`config.mk`:
```
export PLATFORM = sky130hd
export DESIGN_NAME = gcode_move_segment_tracker_flat
export DESIGN_NICKNAME = d
export VERILOG_FILES = /design/src/hdl/gmst_pkg.sv /design/src/hdl/gmst_if.sv /design/src/hdl/gmst_cfg_regs.sv /design/src/hdl/gmst_core.sv /design/src/hdl/gcode_move_segment_tracker.sv /design/src/flat_wrapper.sv
export SDC_FILE = /design/constraint.sdc
export NUM_CORES = 2
export LEC_CHECK = 0
export BUFFER_PORTS_ARGS = -buffer_cell sky130_fd_sc_hd__buf_4
export CAP_MARGIN = 20
export CELL_PAD_IN_SITES_DETAIL_PLACEMENT = 1
export CELL_PAD_IN_SITES_GLOBAL_PLACEMENT = 1
export CORE_UTILIZATION = 40
export CTS_BUF_LIST = sky130_fd_sc_hd__clkbuf_2 sky130_fd_sc_hd__clkbuf_4 sky130_fd_sc_hd__clkbuf_8
export DETAILED_ROUTE_END_ITERATION = 8
export PLACE_DENSITY_LB_ADDON = 0.3
export SLEW_MARGIN = 25
export SYNTH_ARGS = -nofsm -noshare
export SYNTH_HDL_FRONTEND = slang
export SYNTH_SLANG_ARGS = --single-unit
```
`constraint.sdc`:
```
create_clock -name clk -period 15.4 [get_ports clk]
set_input_delay 3.08 -clock clk [delete_from_list [all_inputs] [get_ports clk]]
set_output_delay 3.08 -clock clk [all_outputs]
set_load 0.01 [all_outputs]
```
`src/hdl/gmst_pkg.sv`:
```
// Shared types, codes, reset constants and saturation helpers of the
// motion segment tracker. No dependencies.
`timescale 1ns / 1ps

package gmst_pkg;

	localparam int NUM_AXES   = 4;
	localparam int COORD_BITS = 32;
	localparam int EPS_BITS   = 16;
	localparam int NUM_BED    = 6;
	localparam int IDX_BITS   = 3;

	typedef logic signed [COORD_BITS-1:0] coord_t;
	typedef logic signed [COORD_BITS+1:0] wide_t;

	typedef enum logic [2:0] {
		FN_MOVE   = 3'd0,
		FN_ABS    = 3'd1,
		FN_REL    = 3'd2,
		FN_SETPOS = 3'd3,
		FN_QUERY  = 3'd4
	} func_e;

	typedef enum logic [IDX_BITS-1:0] {
		REG_EPS      = 3'd0,
		REG_BED_XMIN = 3'd1,
		REG_BED_XMAX = 3'd2,
		REG_BED_YMIN = 3'd3,
		REG_BED_YMAX = 3'd4,
		REG_BED_ZMIN = 3'd5,
		REG_BED_ZMAX = 3'd6
	} reg_idx_e;

	localparam int AX_X = 0;
	localparam int AX_Y = 1;
	localparam int AX_Z = 2;
	localparam int AX_E = 3;

	localparam logic [EPS_BITS-1:0] EPS_RESET     = 16'd1;
	localparam coord_t              BED_MIN_RESET = 32'sd0;
	localparam coord_t              BED_MAX_RESET = 32'sd200000;

	localparam wide_t SAT_HI = wide_t'({3'b000, {(COORD_BITS-1){1'b1}}});
	localparam wide_t SAT_LO = ~SAT_HI;

	typedef struct packed {
		logic [2:0]                  func;
		logic [NUM_AXES-1:0]         axis_mask;
		coord_t [NUM_AXES-1:0]       val;
	} cmd_t;

	typedef struct packed {
		logic                        emitted;
		coord_t [2:0]                seg_start;
		coord_t [2:0]                seg_end;
		logic                        box_valid;
	} res_t;

	typedef struct packed {
		logic [EPS_BITS-1:0]         eps;
		coord_t [NUM_BED-1:0]        bed;
	} cfg_t;

	typedef struct packed {
		logic                        en;
		logic [IDX_BITS-1:0]         idx;
		coord_t                      value;
	} box_load_t;

	function automatic wide_t widen(coord_t c);
		return wide_t'({{2{c[COORD_BITS-1]}}, c});
	endfunction

	function automatic coord_t sat(wide_t v);
		if (v > SAT_HI) begin
			return SAT_HI[COORD_BITS-1:0];
		end
		if (v < SAT_LO) begin
			return SAT_LO[COORD_BITS-1:0];
		end
		return v[COORD_BITS-1:0];
	endfunction

endpackage

```
`src/hdl/gmst_if.sv`:
```
// Valid/ready channel interfaces for commands and results of the tracker.
// Depends on gmst_pkg.
`timescale 1ns / 1ps

interface gmst_cmd_if;
	import gmst_pkg::*;
	logic                valid;
	logic                ready;
	logic [2:0]          func;
	logic [NUM_AXES-1:0] axis_mask;
	coord_t              val_x;
	coord_t              val_y;
	coord_t              val_z;
	coord_t              val_e;

	modport source (output valid, func, axis_mask, val_x, val_y, val_z, val_e,
		input ready);
	modport sink (input valid, func, axis_mask, val_x, val_y, val_z, val_e,
		output ready);
endinterface

interface gmst_res_if;
	import gmst_pkg::*;
	logic   valid;
	logic   ready;
	logic   emitted;
	coord_t start_x;
	coord_t start_y;
	coord_t start_z;
	coord_t end_x;
	coord_t end_y;
	coord_t end_z;
	logic   box_valid;

	modport source (output valid, emitted, start_x, start_y, start_z,
		end_x, end_y, end_z, box_valid, input ready);
	modport sink (input valid, emitted, start_x, start_y, start_z,
		end_x, end_y, end_z, box_valid, output ready);
endinterface

```
`src/hdl/gmst_cfg_regs.sv`:
```
// Configuration register file: eps and the six bed limits, with the
// matching part-box reload strobe. Depends on gmst_pkg.
`timescale 1ns / 1ps

module gmst_cfg_regs (
	input  logic                               clk,
	input  logic                               arst_n,
	input  logic                               wr_en,
	input  logic [gmst_pkg::IDX_BITS-1:0]      wr_index,
	input  logic [gmst_pkg::COORD_BITS-1:0]    wr_data,
	output gmst_pkg::cfg_t                     cfg,
	output gmst_pkg::box_load_t                box_load
);
	import gmst_pkg::*;

	logic [EPS_BITS-1:0]  eps_q;
	coord_t [NUM_BED-1:0] bed_q;
	logic                 bed_hit;

	always_comb begin
		case (wr_index)
			REG_BED_XMIN, REG_BED_XMAX, REG_BED_YMIN,
			REG_BED_YMAX, REG_BED_ZMIN, REG_BED_ZMAX: bed_hit = 1'b1;
			default: bed_hit = 1'b0;
		endcase
	end

	always_ff @(posedge clk or negedge arst_n) begin
		if (!arst_n) begin
			eps_q <= EPS_RESET;
			for (int k = 0; k < NUM_BED; k++) begin
				bed_q[k] <= (k % 2 == 0) ? BED_MIN_RESET : BED_MAX_RESET;
			end
		end else if (wr_en) begin
			if (wr_index == REG_EPS) begin
				eps_q <= wr_data[EPS_BITS-1:0];
			end else if (bed_hit) begin
				bed_q[wr_index - IDX_BITS'(1)] <= coord_t'(wr_data);
			end
		end
	end

	assign cfg.eps = eps_q;
	assign cfg.bed = bed_q;

	assign box_load.en    = wr_en && bed_hit;
	assign box_load.idx   = wr_index - IDX_BITS'(1);
	assign box_load.value = coord_t'(wr_data);

endmodule

```
`src/hdl/gmst_core.sv`:
```
// Tracker state (position, offsets, mode, part box) and the single-pass
// command logic between the input and result registers. Depends on gmst_pkg.
`timescale 1ns / 1ps

module gmst_core (
	input  logic                clk,
	input  logic                arst_n,
	input  logic                step,
	input  gmst_pkg::cmd_t      cmd,
	input  gmst_pkg::cfg_t      cfg,
	input  gmst_pkg::box_load_t box_load,
	output gmst_pkg::res_t      res
);
	import gmst_pkg::*;

	coord_t [NUM_AXES-1:0] pos_q;
	coord_t [NUM_AXES-1:0] off_q;
	logic                  rel_q;
	coord_t [NUM_BED-1:0]  box_q;

	coord_t [NUM_AXES-1:0] pos_d;
	coord_t [NUM_AXES-1:0] off_d;
	logic                  rel_d;
	coord_t [NUM_BED-1:0]  box_d;

	always_comb begin
		coord_t [NUM_AXES-1:0] tgt;
		wide_t  [NUM_AXES-1:0] diff;
		wide_t                 mag;
		wide_t                 eps_w;
		logic                  moved;
		logic                  emit;

		pos_d = pos_q;
		off_d = off_q;
		rel_d = rel_q;
		box_d = box_q;
		res   = '0;
		moved = 1'b0;
		eps_w = wide_t'({{(COORD_BITS+2-EPS_BITS){1'b0}}, cfg.eps});

		for (int a = 0; a < NUM_AXES; a++) begin
			if (cmd.axis_mask[a]) begin
				tgt[a] = rel_q ? sat(widen(cmd.val[a]) + widen(pos_q[a])) : cmd.val[a];
			end else begin
				tgt[a] = pos_q[a];
			end
			diff[a] = widen(tgt[a]) - widen(pos_q[a]);
		end
		for (int a = 0; a < 3; a++) begin
			mag = diff[a][COORD_BITS+1] ? -diff[a] : diff[a];
			if (mag >= eps_w) begin
				moved = 1'b1;
			end
		end
		emit = moved && (diff[AX_E] > eps_w);

		case (cmd.func)
			FN_MOVE: begin
				pos_d = tgt;
				if (emit) begin
					res.emitted = 1'b1;
					for (int a = 0; a < 3; a++) begin
						if (tgt[a] >= cfg.bed[2*a] && tgt[a] < box_q[2*a]) begin
							box_d[2*a] = tgt[a];
						end
						if (tgt[a] <= cfg.bed[2*a+1] && tgt[a] > box_q[2*a+1]) begin
							box_d[2*a+1] = tgt[a];
						end
						res.seg_start[a] = sat(widen(tgt[a]) + widen(off_q[a]));
						res.seg_end[a]   = sat(widen(pos_q[a]) + widen(off_q[a]));
					end
				end
			end
			FN_ABS: begin
				rel_d = 1'b0;
			end
			FN_REL: begin
				rel_d = 1'b1;
			end
			FN_SETPOS: begin
				for (int a = 0; a < NUM_AXES; a++) begin
					if (cmd.axis_mask[a]) begin
						off_d[a] = sat(widen(off_q[a]) + widen(pos_q[a]) - widen(cmd.val[a]));
						pos_d[a] = cmd.val[a];
					end
				end
			end
			FN_QUERY: begin
				for (int a = 0; a < 3; a++) begin
					res.seg_start[a] = box_q[2*a];
					res.seg_end[a]   = box_q[2*a+1];
				end
			end
			default: begin
			end
		endcase

		res.box_valid = 1'b1;
		for (int a = 0; a < 3; a++) begin
			if (!(box_d[2*a] < cfg.bed[2*a+1]) || !(box_d[2*a+1] > cfg.bed[2*a])) begin
				res.box_valid = 1'b0;
			end
		end
	end

	always_ff @(posedge clk or negedge arst_n) begin
		if (!arst_n) begin
			pos_q <= '0;
			off_q <= '0;
			rel_q <= 1'b0;
			for (int k = 0; k < NUM_BED; k++) begin
				box_q[k] <= (k % 2 == 0) ? BED_MAX_RESET : BED_MIN_RESET;
			end
		end else if (box_load.en) begin
			box_q[box_load.idx ^ IDX_BITS'(1)] <= box_load.value;
		end else if (step) begin
			pos_q <= pos_d;
			off_q <= off_d;
			rel_q <= rel_d;
			box_q <= box_d;
		end
	end

endmodule

```
`src/hdl/gcode_move_segment_tracker.sv`:
```
// Top level of the motion segment tracker: input register, core and
// result register. Depends on gmst_pkg, gmst_if, gmst_cfg_regs, gmst_core.
//
// Usage:
//   cmd  - valid/ready channel of pre-parsed commands (func, axis_mask,
//          val_x/y/z/e). A transaction completes when valid and ready are high.
//   res  - valid/ready channel, exactly one result per command.
//   wr_en/wr_index/wr_data - register write port, taken on any edge with
//          wr_en high; write only while no command is in flight.
// Path: an accepted command goes into the input register, then into the
//   result register when that is free, and from there onto res.
// Throughput: one command per cycle while res is not held; the core updates
//   all state as a command moves from the input to the result register.
// Reset: arst_n clears the valid flags of both registers, zeroes position
//   and offsets, selects absolute mode and loads the part box with the
//   swapped bed limits. No clearing pass is needed.
// Stall: while res is held, the result register keeps its value; if the input
//   register is empty it takes one more command, then cmd.ready drops.
`timescale 1ns / 1ps

module gcode_move_segment_tracker (
	input  logic                               clk,
	input  logic                               arst_n,
	gmst_cmd_if.sink                           cmd,
	gmst_res_if.source                         res,
	input  logic                               wr_en,
	input  logic [gmst_pkg::IDX_BITS-1:0]      wr_index,
	input  logic [gmst_pkg::COORD_BITS-1:0]    wr_data
);
	import gmst_pkg::*;

	cmd_t      cmd_s1;
	logic      cmd_valid_s1;
	res_t      res_s2;
	logic      res_valid_s2;
	res_t      res_comb;
	cfg_t      cfg;
	box_load_t box_load;
	logic      advance;

	assign advance   = cmd_valid_s1 && (!res_valid_s2 || res.ready);
	assign cmd.ready = !cmd_valid_s1 || advance;

	always_ff @(posedge clk or negedge arst_n) begin
		if (!arst_n) begin
			cmd_valid_s1 <= 1'b0;
		end else if (cmd.ready) begin
			cmd_valid_s1 <= cmd.valid;
		end
	end

	always_ff @(posedge clk) begin
		if (cmd.valid && cmd.ready) begin
			cmd_s1.func      <= cmd.func;
			cmd_s1.axis_mask <= cmd.axis_mask;
			cmd_s1.val       <= {cmd.val_e, cmd.val_z, cmd.val_y, cmd.val_x};
		end
	end

	gmst_cfg_regs u_cfg (
		.clk      (clk),
		.arst_n   (arst_n),
		.wr_en    (wr_en),
		.wr_index (wr_index),
		.wr_data  (wr_data),
		.cfg      (cfg),
		.box_load (box_load)
	);

	gmst_core u_core (
		.clk      (clk),
		.arst_n   (arst_n),
		.step     (advance),
		.cmd      (cmd_s1),
		.cfg      (cfg),
		.box_load (box_load),
		.res      (res_comb)
	);

	always_ff @(posedge clk or negedge arst_n) begin
		if (!arst_n) begin
			res_valid_s2 <= 1'b0;
		end else if (advance) begin
			res_valid_s2 <= 1'b1;
		end else if (res.ready) begin
			res_valid_s2 <= 1'b0;
		end
	end

	always_ff @(posedge clk) begin
		if (advance) begin
			res_s2 <= res_comb;
		end
	end

	assign res.valid     = res_valid_s2;
	assign res.emitted   = res_s2.emitted;
	assign res.start_x   = res_s2.seg_start[AX_X];
	assign res.start_y   = res_s2.seg_start[AX_Y];
	assign res.start_z   = res_s2.seg_start[AX_Z];
	assign res.end_x     = res_s2.seg_end[AX_X];
	assign res.end_y     = res_s2.seg_end[AX_Y];
	assign res.end_z     = res_s2.seg_end[AX_Z];
	assign res.box_valid = res_s2.box_valid;

endmodule

```
`src/flat_wrapper.sv`:
```
// flat-port wrapper written by rule: the top's interface ports become plain ports
module gcode_move_segment_tracker_flat import gmst_pkg::*;
  (clk, arst_n, wr_en, wr_index, wr_data, cmd_valid, cmd_func, cmd_axis_mask, cmd_val_x, cmd_val_y, cmd_val_z, cmd_val_e, cmd_ready, res_valid, res_emitted, res_start_x, res_start_y, res_start_z, res_end_x, res_end_y, res_end_z, res_box_valid, res_ready);
  gmst_cmd_if cmd_i ();
  gmst_res_if res_i ();
  input  logic clk;
  input  logic arst_n;
  input  logic wr_en;
  input  logic [gmst_pkg::IDX_BITS-1:0] wr_index;
  input  logic [gmst_pkg::COORD_BITS-1:0] wr_data;
  input wire logic [$bits(cmd_i.valid)-1:0] cmd_valid;
  input wire logic [$bits(cmd_i.func)-1:0] cmd_func;
  input wire logic [$bits(cmd_i.axis_mask)-1:0] cmd_axis_mask;
  input wire logic [$bits(cmd_i.val_x)-1:0] cmd_val_x;
  input wire logic [$bits(cmd_i.val_y)-1:0] cmd_val_y;
  input wire logic [$bits(cmd_i.val_z)-1:0] cmd_val_z;
  input wire logic [$bits(cmd_i.val_e)-1:0] cmd_val_e;
  output wire logic [$bits(cmd_i.ready)-1:0] cmd_ready;
  output wire logic [$bits(res_i.valid)-1:0] res_valid;
  output wire logic [$bits(res_i.emitted)-1:0] res_emitted;
  output wire logic [$bits(res_i.start_x)-1:0] res_start_x;
  output wire logic [$bits(res_i.start_y)-1:0] res_start_y;
  output wire logic [$bits(res_i.start_z)-1:0] res_start_z;
  output wire logic [$bits(res_i.end_x)-1:0] res_end_x;
  output wire logic [$bits(res_i.end_y)-1:0] res_end_y;
  output wire logic [$bits(res_i.end_z)-1:0] res_end_z;
  output wire logic [$bits(res_i.box_valid)-1:0] res_box_valid;
  input wire logic [$bits(res_i.ready)-1:0] res_ready;
  assign cmd_i.valid = cmd_valid;
  assign cmd_i.func = cmd_func;
  assign cmd_i.axis_mask = cmd_axis_mask;
  assign cmd_i.val_x = cmd_val_x;
  assign cmd_i.val_y = cmd_val_y;
  assign cmd_i.val_z = cmd_val_z;
  assign cmd_i.val_e = cmd_val_e;
  assign cmd_ready = cmd_i.ready;
  assign res_valid = res_i.valid;
  assign res_emitted = res_i.emitted;
  assign res_start_x = res_i.start_x;
  assign res_start_y = res_i.start_y;
  assign res_start_z = res_i.start_z;
  assign res_end_x = res_i.end_x;
  assign res_end_y = res_i.end_y;
  assign res_end_z = res_i.end_z;
  assign res_box_valid = res_i.box_valid;
  assign res_i.ready = res_ready;
  gcode_move_segment_tracker u_core (.clk(clk), .arst_n(arst_n), .cmd(cmd_i), .res(res_i), .wr_en(wr_en), .wr_index(wr_index), .wr_data(wr_data));
endmodule
```
==> flow_summary.toml <==
[finish]
instances_no_fill = 13900
area_growth_pct = 13.3
drive_above_1_share = 0.120
nets = 12200
nFillCells = 25900

[clock_network]
cts-root-buf = "clkbuf_8"
clock_sinks = 956
tritoncts = "yes"
clk_path_buf_depth = 3
htree_levels = 4
cts.clk_slew.worst_paths_ns = 0.07
clk_latency_ns = 1.05
numCtsBuffers = 187

[job]
drv_cap = 0

[drt]
top_layer = "met5"
drc = 0
routed_via_density = 6.24
routedWlPerCell_um = 27.9
wl_met2_um = 177000
dr_wl_met3_um = 24900
num_vias = 86800
wl_um = 388000
drtAntennaViolNets = 0
firstDrtPassIters = 5
drt-met1-wl_um = 164000
drt_iter0_drc = 7040

[logic_synthesis]
postSynthCellCount = 10500
ys.flop_type = "dfrtp_1"
yosys_warnings = 0
synth-edff-count = 329
synth_top_area_share = 0.169
yosysTopAreaCell = "ha_1"
async_flop_share = 0.656
seq_area_frac_synth = 0.290
avgSynthCellArea_um2 = 8.42
synthTopCellsByCount = "ha_1, nand2_1, a21oi_1"
syn-num-nets = 11900
ys_types = 92
synthTopCellsByArea = "ha_1, dfrtp_1, edfxtp_1, a21oi_1, o21ai_0"
synth_most_common_cell = "ha_1"
synth_area_um2 = 88200
ys_ff_latch = 956

[hold_path]
hp-class = "reg2reg"
worstHoldPathCells = 1
hp-start = "u_core.u_cfg.eps_q[13]"
whs_endpoint = "u_core.u_cfg.eps_q[13]"

[grt]
grt_pass1_wl_um = 573000
grtUsageTotal = 0.339
grt_pass1_vias = 89300
grt_overflow = 0
grt_max_degree = 164
antenna_found_initial = 26

[placement]
io_buffers = 370
finalWeightedCongestion = 1.01
dp_hpwl_um = 298000
pre_cts_ws_ns = -0.813
placedCellCount = 13500

[sta]
max_slew.worst_pin.slew_ns = 1.29
setup_violations = 0
slew_violations = 0
period_minus_slack_ns = 14.83
finalHoldViolCount = 0
finClkSkew_ns = 0.0921
post-route-period-util = 0.963
maxSlewHeadroom = 0.139
setup_ws_ns = 0.572
fmax_mhz = 67.4

[setup_path]
critPathLaunchType = "flip-flop"
cp.required_ns = 16.23
crit_fanout = 24
ff2ff_path_depth = 66
r2r_slack_ns = 0.57
path_class = "reg2reg"
r2r_start = "u_core.cmd_s1[0]"
slowest_stage = "a2111oi_4"
cp_top_family = "compound AO/OA/AOI/OAI gates"
endpoint_kind = "flip-flop"
path_buf_inv = 9
arrival_ns = 15.66
critical-path-max-stage-delay_ns = 0.58
r2r-end = "u_core.res.box_valid"

[die]
io_pins = 371
die_w_um = 472
core_um2 = 220000
num_rows = 172
die-height_um = 472
start_util = 0.402
die-area_um2 = 222000

[status]
status = "finished clean"
## per-stage QoR
stage | cell area [um2] | utilization | hold WS, ns | TNS, ns
2_1_floorplan | 88200 | - | 0.449 | 0
3_3_place_gp | 95000 | 0.433 | 0.479 | -0.712
3_5_place_dp | 95100 | 0.433 | 0.494 | -0.813
4_1_cts | 99500 | 0.453 | 0.508 | 0
5_1_grt | 99900 | 0.455 | 0.517 | -0.0756
6_report | 100000 | 0.455 | 0.507 | 0
## state kept, by name (all words and copies together), names as in the netlist
name                  cells
u_core.cmd_s1           135
u_core.res.start_y       32
u_core.res.box_valid      1
u_core.u_cfg.eps_q       16
u_core.u_core.rel_q       1
u_core.u_core.off_q      96
u_core.res.emitted        1
u_core.res.start_z       32
u_core.res.end_z         32
u_core.cmd_valid_s1       1
u_core.u_core.pos_q     128
u_core.u_core.box_q     192
u_core.res.valid          1
u_core.res.start_x       32
u_core.u_cfg.cfg        192
u_core.res.end_y         32
u_core.res.end_x         32
## cells in the final DEF, fill, tap and decap left out, types with 63 or more instances in the layout
cell      instances
a211oi_1         87
a21o_1          362
a21oi_1         930
a221o_1          76
a22o_1          105
a22oi_1          68
a31oi_1         153
buf_4           616
clkbuf_8        218
dfrtp_1         589
edfxtp_1        329
ha_1           1187
inv_1           786
mux2_1           73
mux2_2          138
mux2i_1          80
nand2_1         950
nand2b_1        173
nand3_1         177
nand4_1         173
nor2_1          690
nor2b_1         179
nor3_1          218
o211ai_1         67
o21a_1          109
o21ai_0         818
o21bai_1         63
o22ai_1          72
o31ai_1          72
or3_1            74
xnor2_1         303
xor2_1          150
## how the worst max path moves through the flow
stage	to	cells after the start	from	slack (ns)
after global placement	u_core.res.box_valid	59	u_core.cmd_s1[70]	-0.71
after floorplan	u_core.res.box_valid	58	u_core.cmd_s1[39]	1.79
after detailed placement	u_core.res.box_valid	59	u_core.u_core.pos_q[65]	-0.81
after global routing	u_core.res.box_valid	64	u_core.cmd_s1[0]	-0.08
after CTS	u_core.res.box_valid	63	u_core.cmd_s1[0]	0.07
final	u_core.res.box_valid	66	u_core.cmd_s1[0]	0.57
## routing by layer
metal / vias up / track usage
met4: 14 / 0.175
li1: 39100 / -
met2: 3095 / 0.550
met3: 934 / 0.0536
met1: 43600 / 0.434
met5: - / 0
## timing repair
item                       4_1_cts  5_1_grt
setup buffers                    3       13
hold buffers                     0        0
gates resized for setup         12       66
setup endpoints to repair        1        1
pin swaps                        1       11
cloned                           0        0
## area by class of cell
type / count / area, um2 / area share
Multi-Input combinational cell: 8295 / 58600 / 0.586
Tap cell: 2871 / 3590 / 0.0359
Clock inverter: 89 / 948 / 0.00949
Inverter: 788 / 2960 / 0.0296
Sequential cell: 956 / 25600 / 0.256
Clock buffer: 264 / 3350 / 0.0335
Antenna cell: 14 / 35.0 / 0.000350
Timing Repair Buffer: 627 / 4830 / 0.0483
## kinds of logic after synthesis
logic type      Yosys count  synth area share
mux                     292            0.0361
xor+xnor                454            0.0451
fa+ha+maj              1209             0.173
simple gates           2988             0.162
flops                   956             0.290
buf+inv                1219            0.0524
compound gates         3352             0.241
Power is not shown: default switching activity piles up to over one toggle a cycle in this logic, so the estimate is an artifact.
